**config.mk**
```make
export PLATFORM = sky130hd
export DESIGN_NAME = one_wire_bus_master
export DESIGN_NICKNAME = d
export VERILOG_FILES = /design/src/rtl/core/ow_pkg.sv /design/src/rtl/core/ow_cfg.sv /design/src/rtl/core/ow_engine.sv /design/src/rtl/core/one_wire_bus_master.sv
export SDC_FILE = /design/constraint.sdc
export NUM_CORES = 1
export LEC_CHECK = 0
export BUFFER_PORTS_ARGS = -buffer_cell sky130_fd_sc_hd__buf_4
export CORE_AREA = 2 2 200 143
export CTS_CLUSTER_DIAMETER = 30
export DETAILED_ROUTE_END_ITERATION = 10
export DIE_AREA = 0 0 202 145
export PLACE_DENSITY = 0.44
export SLEW_MARGIN = 25
export SYNTH_ARGS = -nofsm -noshare
export SYNTH_HDL_FRONTEND = slang
export SYNTH_SLANG_ARGS = --single-unit
```
**constraint.sdc**
```tcl
create_clock -name clk_i -period 7 [get_ports clk_i]
set_input_delay 1.4 -clock clk_i [delete_from_list [all_inputs] [get_ports clk_i]]
set_output_delay 1.4 -clock clk_i [all_outputs]
set_load 0.02 [all_outputs]
```
**src/rtl/core/ow_pkg.sv**
```systemverilog
package ow_pkg;

  // Byte framing
  localparam int unsigned BitsPerByte = 8;
  localparam int unsigned BitIdxW     = $clog2(BitsPerByte);
  localparam int unsigned TimeW       = 11;
  localparam int unsigned CfgIdxW     = 3;
  localparam int unsigned CfgDataW    = 10;

  // Register indexes
  localparam logic [CfgIdxW-1:0] RegResetLow     = 3'd0;
  localparam logic [CfgIdxW-1:0] RegPresenceWait = 3'd1;
  localparam logic [CfgIdxW-1:0] RegResetRecover = 3'd2;
  localparam logic [CfgIdxW-1:0] RegWriteOneLow  = 3'd3;
  localparam logic [CfgIdxW-1:0] RegWriteZeroLow = 3'd4;
  localparam logic [CfgIdxW-1:0] RegReadLow      = 3'd5;
  localparam logic [CfgIdxW-1:0] RegReadSample   = 3'd6;
  localparam logic [CfgIdxW-1:0] RegSlotLength   = 3'd7;

  // Register values after reset
  localparam logic [9:0] ResetLowDef     = 10'd480;
  localparam logic [9:0] PresenceWaitDef = 10'd70;
  localparam logic [9:0] ResetRecoverDef = 10'd410;
  localparam logic [7:0] WriteOneLowDef  = 8'd6;
  localparam logic [7:0] WriteZeroLowDef = 8'd60;
  localparam logic [7:0] ReadLowDef      = 8'd6;
  localparam logic [7:0] ReadSampleDef   = 8'd9;
  localparam logic [7:0] SlotLengthDef   = 8'd70;
  localparam logic [7:0] SlotLengthMin   = 8'd2;

  typedef enum logic [1:0] {
    OpIdle  = 2'd0,
    OpReset = 2'd1,
    OpWrite = 2'd2,
    OpRead  = 2'd3
  } op_e;

  typedef struct packed {
    logic [9:0] reset_low;
    logic [9:0] presence_wait;
    logic [9:0] reset_recover;
    logic [7:0] write_one_low;
    logic [7:0] write_zero_low;
    logic [7:0] read_low;
    logic [7:0] read_sample;
    logic [7:0] slot_length;
  } cfg_t;

  typedef struct packed {
    logic       drive_low;
    logic       busy_res;
    logic       done_res;
    logic       presence;
    logic [7:0] read_byte;
    logic       rejected;
  } result_t;

endpackage

```
**src/rtl/core/ow_cfg.sv**
```systemverilog
module ow_cfg (
  input  logic                          clk_i,
  input  logic                          rst_ni,
  input  logic                          cfg_we_i,
  input  logic [ow_pkg::CfgIdxW-1:0]    cfg_idx_i,
  input  logic [ow_pkg::CfgDataW-1:0]   cfg_wdata_i,
  output ow_pkg::cfg_t                  cfg_o
);
  import ow_pkg::*;

  cfg_t cfg_q;

  // Hold the timing registers, write one per enabled cycle
  always_ff @(posedge clk_i or negedge rst_ni) begin
    if (!rst_ni) begin
      cfg_q.reset_low      <= ResetLowDef;
      cfg_q.presence_wait  <= PresenceWaitDef;
      cfg_q.reset_recover  <= ResetRecoverDef;
      cfg_q.write_one_low  <= WriteOneLowDef;
      cfg_q.write_zero_low <= WriteZeroLowDef;
      cfg_q.read_low       <= ReadLowDef;
      cfg_q.read_sample    <= ReadSampleDef;
      cfg_q.slot_length    <= SlotLengthDef;
    end else if (cfg_we_i) begin
      case (cfg_idx_i)
        RegResetLow:     cfg_q.reset_low      <= cfg_wdata_i;
        RegPresenceWait: cfg_q.presence_wait  <= cfg_wdata_i;
        RegResetRecover: cfg_q.reset_recover  <= cfg_wdata_i;
        RegWriteOneLow:  cfg_q.write_one_low  <= cfg_wdata_i[7:0];
        RegWriteZeroLow: cfg_q.write_zero_low <= cfg_wdata_i[7:0];
        RegReadLow:      cfg_q.read_low       <= cfg_wdata_i[7:0];
        RegReadSample:   cfg_q.read_sample    <= cfg_wdata_i[7:0];
        RegSlotLength:   cfg_q.slot_length    <= cfg_wdata_i[7:0];
        default: ;
      endcase
    end
  end

  assign cfg_o = cfg_q;

endmodule

```
**src/rtl/core/ow_engine.sv**
```systemverilog
module ow_engine (
  input  logic            clk_i,
  input  logic            rst_ni,
  input  logic            step_i,
  input  logic [1:0]      op_i,
  input  logic [7:0]      write_byte_i,
  input  logic            line_level_i,
  input  ow_pkg::cfg_t    cfg_i,
  output ow_pkg::result_t res_o
);
  import ow_pkg::*;

  op_e                op_q, op_d;
  logic [TimeW-1:0]   tc_q, tc_d;
  logic [BitIdxW-1:0] bi_q, bi_d;
  logic [7:0]         sb_q, sb_d;
  logic               pf_q, pf_d;
  logic               sp_q, sp_d;
  logic [7:0]         lr_q, lr_d;

  logic [TimeW-1:0]   tc_next;
  logic [TimeW-1:0]   presence_at;
  logic [7:0]         slen, slen_m1, low_time, sample_at;
  logic [8:0]         sample_sum;
  logic               drive, done, rejected;

  // Slot timing derived from the registers
  always_comb begin
    slen       = (cfg_i.slot_length < SlotLengthMin) ? SlotLengthMin : cfg_i.slot_length;
    slen_m1    = slen - 8'd1;
    sample_sum = {1'b0, cfg_i.read_low} + {1'b0, cfg_i.read_sample};
    sample_at  = (sample_sum > {1'b0, slen_m1}) ? slen_m1 : sample_sum[7:0];
    presence_at = {1'b0, cfg_i.reset_low} + {1'b0, cfg_i.presence_wait};
  end

  // Advance the bus sequencer by one tick
  always_comb begin
    op_d     = op_q;
    tc_d     = tc_q;
    bi_d     = bi_q;
    sb_d     = sb_q;
    pf_d     = pf_q;
    sp_d     = sp_q;
    lr_d     = lr_q;
    drive    = 1'b0;
    done     = 1'b0;
    rejected = 1'b0;
    low_time = 8'd0;
    tc_next  = '0;

    // Start a command, or flag it when one is already running
    if (op_e'(op_i) != OpIdle) begin
      if (op_q != OpIdle) begin
        rejected = 1'b1;
      end else begin
        op_d = op_e'(op_i);
        tc_d = '0;
        bi_d = '0;
        sp_d = 1'b0;
        sb_d = (op_e'(op_i) == OpWrite) ? write_byte_i : 8'd0;
        if (op_e'(op_i) == OpReset) begin
          pf_d = 1'b0;
        end
      end
    end

    tc_next = tc_d + 1'b1;

    if (op_d == OpReset) begin
      if (!sp_d) begin
        drive = (tc_d < {1'b0, cfg_i.reset_low});
        if (tc_d == presence_at) begin
          pf_d = ~line_level_i;
          sp_d = 1'b1;
          tc_d = '0;
        end else begin
          tc_d = tc_next;
        end
      end else begin
        tc_d = tc_next;
        if (tc_next >= {1'b0, cfg_i.reset_recover}) begin
          done = 1'b1;
          op_d = OpIdle;
          tc_d = '0;
          sp_d = 1'b0;
        end
      end
    end else if (op_d != OpIdle) begin
      if (op_d == OpWrite) begin
        low_time = sb_d[bi_d] ? cfg_i.write_one_low : cfg_i.write_zero_low;
      end else begin
        low_time = cfg_i.read_low;
        if (tc_d == {3'b0, sample_at}) begin
          sb_d[bi_d] = line_level_i;
        end
      end
      drive = (tc_d < {3'b0, low_time});
      // Close the slot, and the byte on its last bit
      if (tc_d >= {3'b0, slen_m1}) begin
        tc_d = '0;
        if (bi_d == BitIdxW'(BitsPerByte - 1)) begin
          done = 1'b1;
          if (op_d == OpRead) begin
            lr_d = sb_d;
          end
          op_d = OpIdle;
          bi_d = '0;
        end else begin
          bi_d = bi_d + 1'b1;
        end
      end else begin
        tc_d = tc_next;
      end
    end
  end

  // Hold sequencer state, update on every accepted item
  always_ff @(posedge clk_i or negedge rst_ni) begin
    if (!rst_ni) begin
      op_q <= OpIdle;
      tc_q <= '0;
      bi_q <= '0;
      sb_q <= '0;
      pf_q <= 1'b0;
      sp_q <= 1'b0;
      lr_q <= '0;
    end else if (step_i) begin
      op_q <= op_d;
      tc_q <= tc_d;
      bi_q <= bi_d;
      sb_q <= sb_d;
      pf_q <= pf_d;
      sp_q <= sp_d;
      lr_q <= lr_d;
    end
  end

  assign res_o.drive_low = drive;
  assign res_o.busy_res  = (op_d != OpIdle);
  assign res_o.done_res  = done;
  assign res_o.presence  = pf_d;
  assign res_o.read_byte = lr_d;
  assign res_o.rejected  = rejected;

endmodule

```
**src/rtl/core/one_wire_bus_master.sv**
```systemverilog
// One-wire bus master, stepped by tick items of one microsecond each.
// Input channel (in_valid_i/in_ready_o): op_i, write_byte_i, line_level_i.
// Op 0 is a plain tick; ops 1, 2 and 3 start a reset with presence detect,
// a byte write or a byte read, and the starting item is already the first
// tick. A command arriving while busy is ignored and flagged in rejected_o.
// Output channel (out_valid_o/out_ready_i): one result per item with the
// open-drain drive, busy, done, presence and the last read byte.
// The result of an item sits in the output register on the cycle after it
// is accepted. Throughput is one item per cycle while the receiver takes
// results; the sequencer update is one compare-and-advance step between
// the state registers and the output register.
// A stalled receiver holds the output register; a new item is taken only
// when that register is empty or being emptied in the same cycle.
// Timing registers must be written through cfg_we_i/cfg_idx_i/cfg_wdata_i
// only while idle; the block does not enforce it. Reset restores the default
// timings and clears the stored presence and read byte; res_q is not reset.
module one_wire_bus_master (
  input  logic                        clk_i,
  input  logic                        rst_ni,
  input  logic                        cfg_we_i,
  input  logic [ow_pkg::CfgIdxW-1:0]  cfg_idx_i,
  input  logic [ow_pkg::CfgDataW-1:0] cfg_wdata_i,
  input  logic                        in_valid_i,
  output logic                        in_ready_o,
  input  logic [1:0]                  op_i,
  input  logic [7:0]                  write_byte_i,
  input  logic                        line_level_i,
  output logic                        out_valid_o,
  input  logic                        out_ready_i,
  output logic                        drive_low_o,
  output logic                        busy_res_o,
  output logic                        done_res_o,
  output logic                        presence_o,
  output logic [7:0]                  read_byte_o,
  output logic                        rejected_o
);
  import ow_pkg::*;

  cfg_t    cfg;
  result_t res;
  result_t res_q;
  logic    out_valid_q;
  logic    accept;

  assign in_ready_o = !out_valid_q || out_ready_i;
  assign accept     = in_valid_i && in_ready_o;

  ow_cfg u_cfg (
    .clk_i       (clk_i),
    .rst_ni      (rst_ni),
    .cfg_we_i    (cfg_we_i),
    .cfg_idx_i   (cfg_idx_i),
    .cfg_wdata_i (cfg_wdata_i),
    .cfg_o       (cfg)
  );

  ow_engine u_engine (
    .clk_i        (clk_i),
    .rst_ni       (rst_ni),
    .step_i       (accept),
    .op_i         (op_i),
    .write_byte_i (write_byte_i),
    .line_level_i (line_level_i),
    .cfg_i        (cfg),
    .res_o        (res)
  );

  // Track output occupancy
  always_ff @(posedge clk_i or negedge rst_ni) begin
    if (!rst_ni) begin
      out_valid_q <= 1'b0;
    end else if (accept) begin
      out_valid_q <= 1'b1;
    end else if (out_ready_i) begin
      out_valid_q <= 1'b0;
    end
  end

  // Capture the result of each accepted item
  always_ff @(posedge clk_i) begin
    if (accept) begin
      res_q <= res;
    end
  end

  assign out_valid_o = out_valid_q;
  assign drive_low_o = res_q.drive_low;
  assign busy_res_o  = res_q.busy_res;
  assign done_res_o  = res_q.done_res;
  assign presence_o  = res_q.presence;
  assign read_byte_o = res_q.read_byte;
  assign rejected_o  = res_q.rejected;

  // An accepted item always shows a result on the next cycle
  a_accept_gives_result: assert property (@(posedge clk_i) disable iff (!rst_ni)
    accept |=> out_valid_o)
    else $error("accepted item produced no result");

  // A finishing operation leaves the master idle
  a_done_not_busy: assert property (@(posedge clk_i) disable iff (!rst_ni)
    out_valid_o && done_res_o |-> !busy_res_o)
    else $error("done reported while still busy");

  // The bus is only pulled low by a running or just finished operation
  a_drive_needs_op: assert property (@(posedge clk_i) disable iff (!rst_ni)
    out_valid_o && drive_low_o |-> busy_res_o || done_res_o)
    else $error("bus driven low with no operation");

  // A rejected command implies an operation was still running
  a_reject_busy: assert property (@(posedge clk_i) disable iff (!rst_ni)
    out_valid_o && rejected_o |-> busy_res_o || done_res_o)
    else $error("command rejected while idle");

endmodule
```
==> metrics.md <==
| Metric | Value |
|---|---|
| Commonest non-fill, non-tap cells in the layout | `82 x nand2_1, 80 x dfrtp_1, 65 x mux2_2` |
| Reg clk slew, reported paths | `0.06 ns` |
| Starting Density | `0.297` |
| Worst-Margin Slew | `0.951 ns` |
| Number of synthesis warnings | `0` |
| Final critical-path share of the clock period | `0.804` |
| H-tree level count | `4` |
| TritonCTS buffer count | `17` |
| Non-filler instance count after layout | `1278` |
| Boundary Pins | `44` |
| Post-synth cell types | `78` |
| Leakage | `4.09 nW` |
| Crit Path Category | `primary input to flop` |
| Hold Violations, Final | `0` |
| Total Nets Final | `984` |
| Gate Count Post-Synth | `843` |
| Max Cap Viol | `0` |
| Max clock buf depth | `2` |
| Status | `finished clean` |
| Design Power | `3.37 mW` |
| Layout cells sized above 1 | `0.225` |
| Die height | `145 um` |
| Hold buffers post-CTS | `0` |
| FP Rows | `51` |
| HPWL Detailed | `18.9 mm` |
| Final core occ | `0.349` |
| Seq/Total Area, Yosys | `0.374` |
| First-pass GRT wire length | `39.7 mm` |
| Number of enable flip-flop cells after synthesis | `13` |
| Setup WS pre-CTS | `1.05 ns` |
| Detail Route Antenna Nets | `0` |
| CTS Sinks | `118` |
| Number of post-CTS setup repair buffers | `0` |
| Ys async rst share | `0.890` |
| Antenna violations before repair | `0` |
| Port bufs | `43` |
| Vias in the first global route | `6513` |
| Die area | `29300 sq um` |
| P&R area growth vs syn | `17.2%` |
| WL final | `25.0 mm` |
| Syn nets | `933` |
| Core footprint | `27400 sq um` |
| Fmax | `178 MHz` |
| Die Wd | `202 um` |
| Fillers | `2796` |
| Seq cells post-synth | `118` |
| Post-DR wirelength/cell | `19.5 um` |
| Power per Cell Area | `353 nW/um^2` |
| Mapped Area | `8140 sq um` |
| Vias | `6607` |
| PnR worst setup slack | `1.37 ns` |
| Ys flop type | `dfrtp_1` |
| Grt ovf | `0` |
| Min cycle time layout | `5.63 ns` |
| Insertion delay to the later sink of the worst-skew pair | `0.43 ns` |
| Crit. End Element | `flop` |
| VDD IR max | `0.000198 V` |
| Commonest non-fill, non-tap cell in the layout | `nand2_1` |
| Largest net degree at the start of global routing | `58` |
| Post-CTS sizing | `0` |
| CTS root buf | `clkbuf_16` |
| CTS tree | `done` |
| Placed insts | `1246` |
| Synthesized area per cell | `9.66 sq um` |
| Setup TNS | `0 ns` |
| RSZ-0062 raised after global routing | `no` |
| Critical Path Fanout Max | `9` |
| Global-route usage over all layers | `0.178` |
| Placer's final routability congestion estimate | `0.859` |
| Max Slew Vio Count | `0` |
| Diode count | `0` |
| Fin Clk Skew | `0.0103 ns` |
| DR pass1 iterations | `5` |
| Drt drc | `0` |
| Required @ worst endpoint | `7.37 ns` |
| Startpoint types | `primary input` |
| Slew HR | `0.362` |
| Drt via density | `5.17` |
| CP arrival | `5.99 ns` |
| Iter 0 DRT Violations | `484` |
| Hold Crit Class | `flop to flop` |
| # setup viols final | `0` |
## final cells by class
cell class | instances | area [sq um] | share of cell area
flip-flops and latches | 118 | 3050 | 0.320
clock buffers | 19 | 453 | 0.0475
inverters | 52 | 195 | 0.0205
clock inverters | 13 | 149 | 0.0156
well taps | 371 | 464 | 0.0487
multi-input cells | 649 | 4810 | 0.504
repair buffers | 56 | 420 | 0.0441
## routing by layer
layer / wire length (um) / part of all wire / vias up / global-route usage
li1: - / - / 3223 / -
met4: 199 / 0.0080 / 0 / 0.0375
met5: 0 / 0 / - / 0
met2: 9870 / 0.40 / 153 / 0.241
met1: 13900 / 0.56 / 3219 / 0.284
met3: 989 / 0.040 / 12 / 0.0362
## through the flow
step / hold slack (ns) / cell area, sq um
CTS: 0.486 / 9540
global route: 0.518 / 9540
global placement: 0.469 / 8940
detailed placement: 0.470 / 8940
floorplan: 0.448 / 8140
finish: 0.486 / 9540
## Yosys cell counts (6+ instances only)
cell type | instances | area [sq um]
nand2_1 | 82 | 308
dfrtp_1 | 80 | 2000
mux2_2 | 65 | 732
ha_1 | 59 | 738
inv_1 | 51 | 191
nor2_1 | 50 | 188
o21ai_0 | 47 | 235
a21oi_1 | 39 | 195
dfstp_2 | 25 | 657
xnor2_1 | 25 | 219
nor3_1 | 23 | 115
clkbuf_1 | 21 | 78.8
a21o_1 | 18 | 135
a22o_1 | 15 | 131
o211ai_1 | 14 | 105
edfxtp_1 | 13 | 390
mux2i_1 | 13 | 130
nand4_1 | 13 | 81.3
nand2b_1 | 12 | 75.1
nand3_1 | 12 | 60.1
nor2b_1 | 10 | 62.6
xor2_1 | 10 | 87.6
o31ai_1 | 9 | 67.6
or3_1 | 9 | 56.3
a22oi_1 | 8 | 60.1
o21a_1 | 8 | 60.1
and3_1 | 7 | 43.8
a211oi_1 | 6 | 45.0
nor4_1 | 6 | 37.5
## logic make-up after synthesis
group | count (synthesis) | synth area share
flops | 118 | 0.374
fa+ha+maj | 61 | 0.0956
simple gates | 253 | 0.155
mux | 79 | 0.109
xor+xnor | 35 | 0.0376
compound gates | 221 | 0.193
buf+inv | 76 | 0.0361
## critical path, cell delays in order
cell and delay, ns:
buf_4 0.13, nor2_1 0.10, o21ai_1 0.76, inv_1 0.47, ha_1 0.37, xor2_1 0.26
ha_1 0.28, a21o_1 0.16, a21o_1 0.17, a21o_1 0.17, a21o_1 0.17, a2111oi_0 0.41
buf_4 0.21, o21bai_1 0.11, o21ba_2 0.29, o21a_1 0.34, a22o_1 0.19
## worst paths after layout
path / startpoint / end / slack (ns) / cells past startpoint
setup / recovery: op_i[1] / u_engine.tc_q[5]$_DFFE_PN0P_ / 1.37 / 17
hold reg to reg: u_engine.lr_q[4]$_DFFE_PN0P_ / u_engine.lr_q[4]$_DFFE_PN0P_ / 0.49 / 2
max in group asynchronous: rst_ni / u_engine.lr_q[3]$_DFFE_PN0P_ / 4.69 / 2
min in group asynchronous: rst_ni / u_cfg.cfg_o[13]$_DFFE_PN0P_ / 1.03 / 1
setup reg to reg: u_engine.op_q[1]$_DFFE_PN0P_ / u_engine.tc_q[5]$_DFFE_PN0P_ / 1.70 / 16
hold / removal: u_engine.lr_q[4]$_DFFE_PN0P_ / u_engine.lr_q[4]$_DFFE_PN0P_ / 0.49 / 2
## power breakdown
part	switching (mW)	internal (mW)	leakage (nW)
clock	0.356	0.546	0.286
combinational	0.905	0.611	2.46
sequential	0.114	0.836	1.35
total	1.38	1.99	4.09
## registers in the layout, summed over array words and instances, names as in the netlist, 2 cells and up
register       flops
u_cfg.cfg_o       70
u_engine.op_q      2
u_engine.bi_q      3
u_engine.tc_q     11
u_engine.sb_q      8
u_engine.lr_q      8
read_byte_o        8
Power figures use the tool's default switching activity.
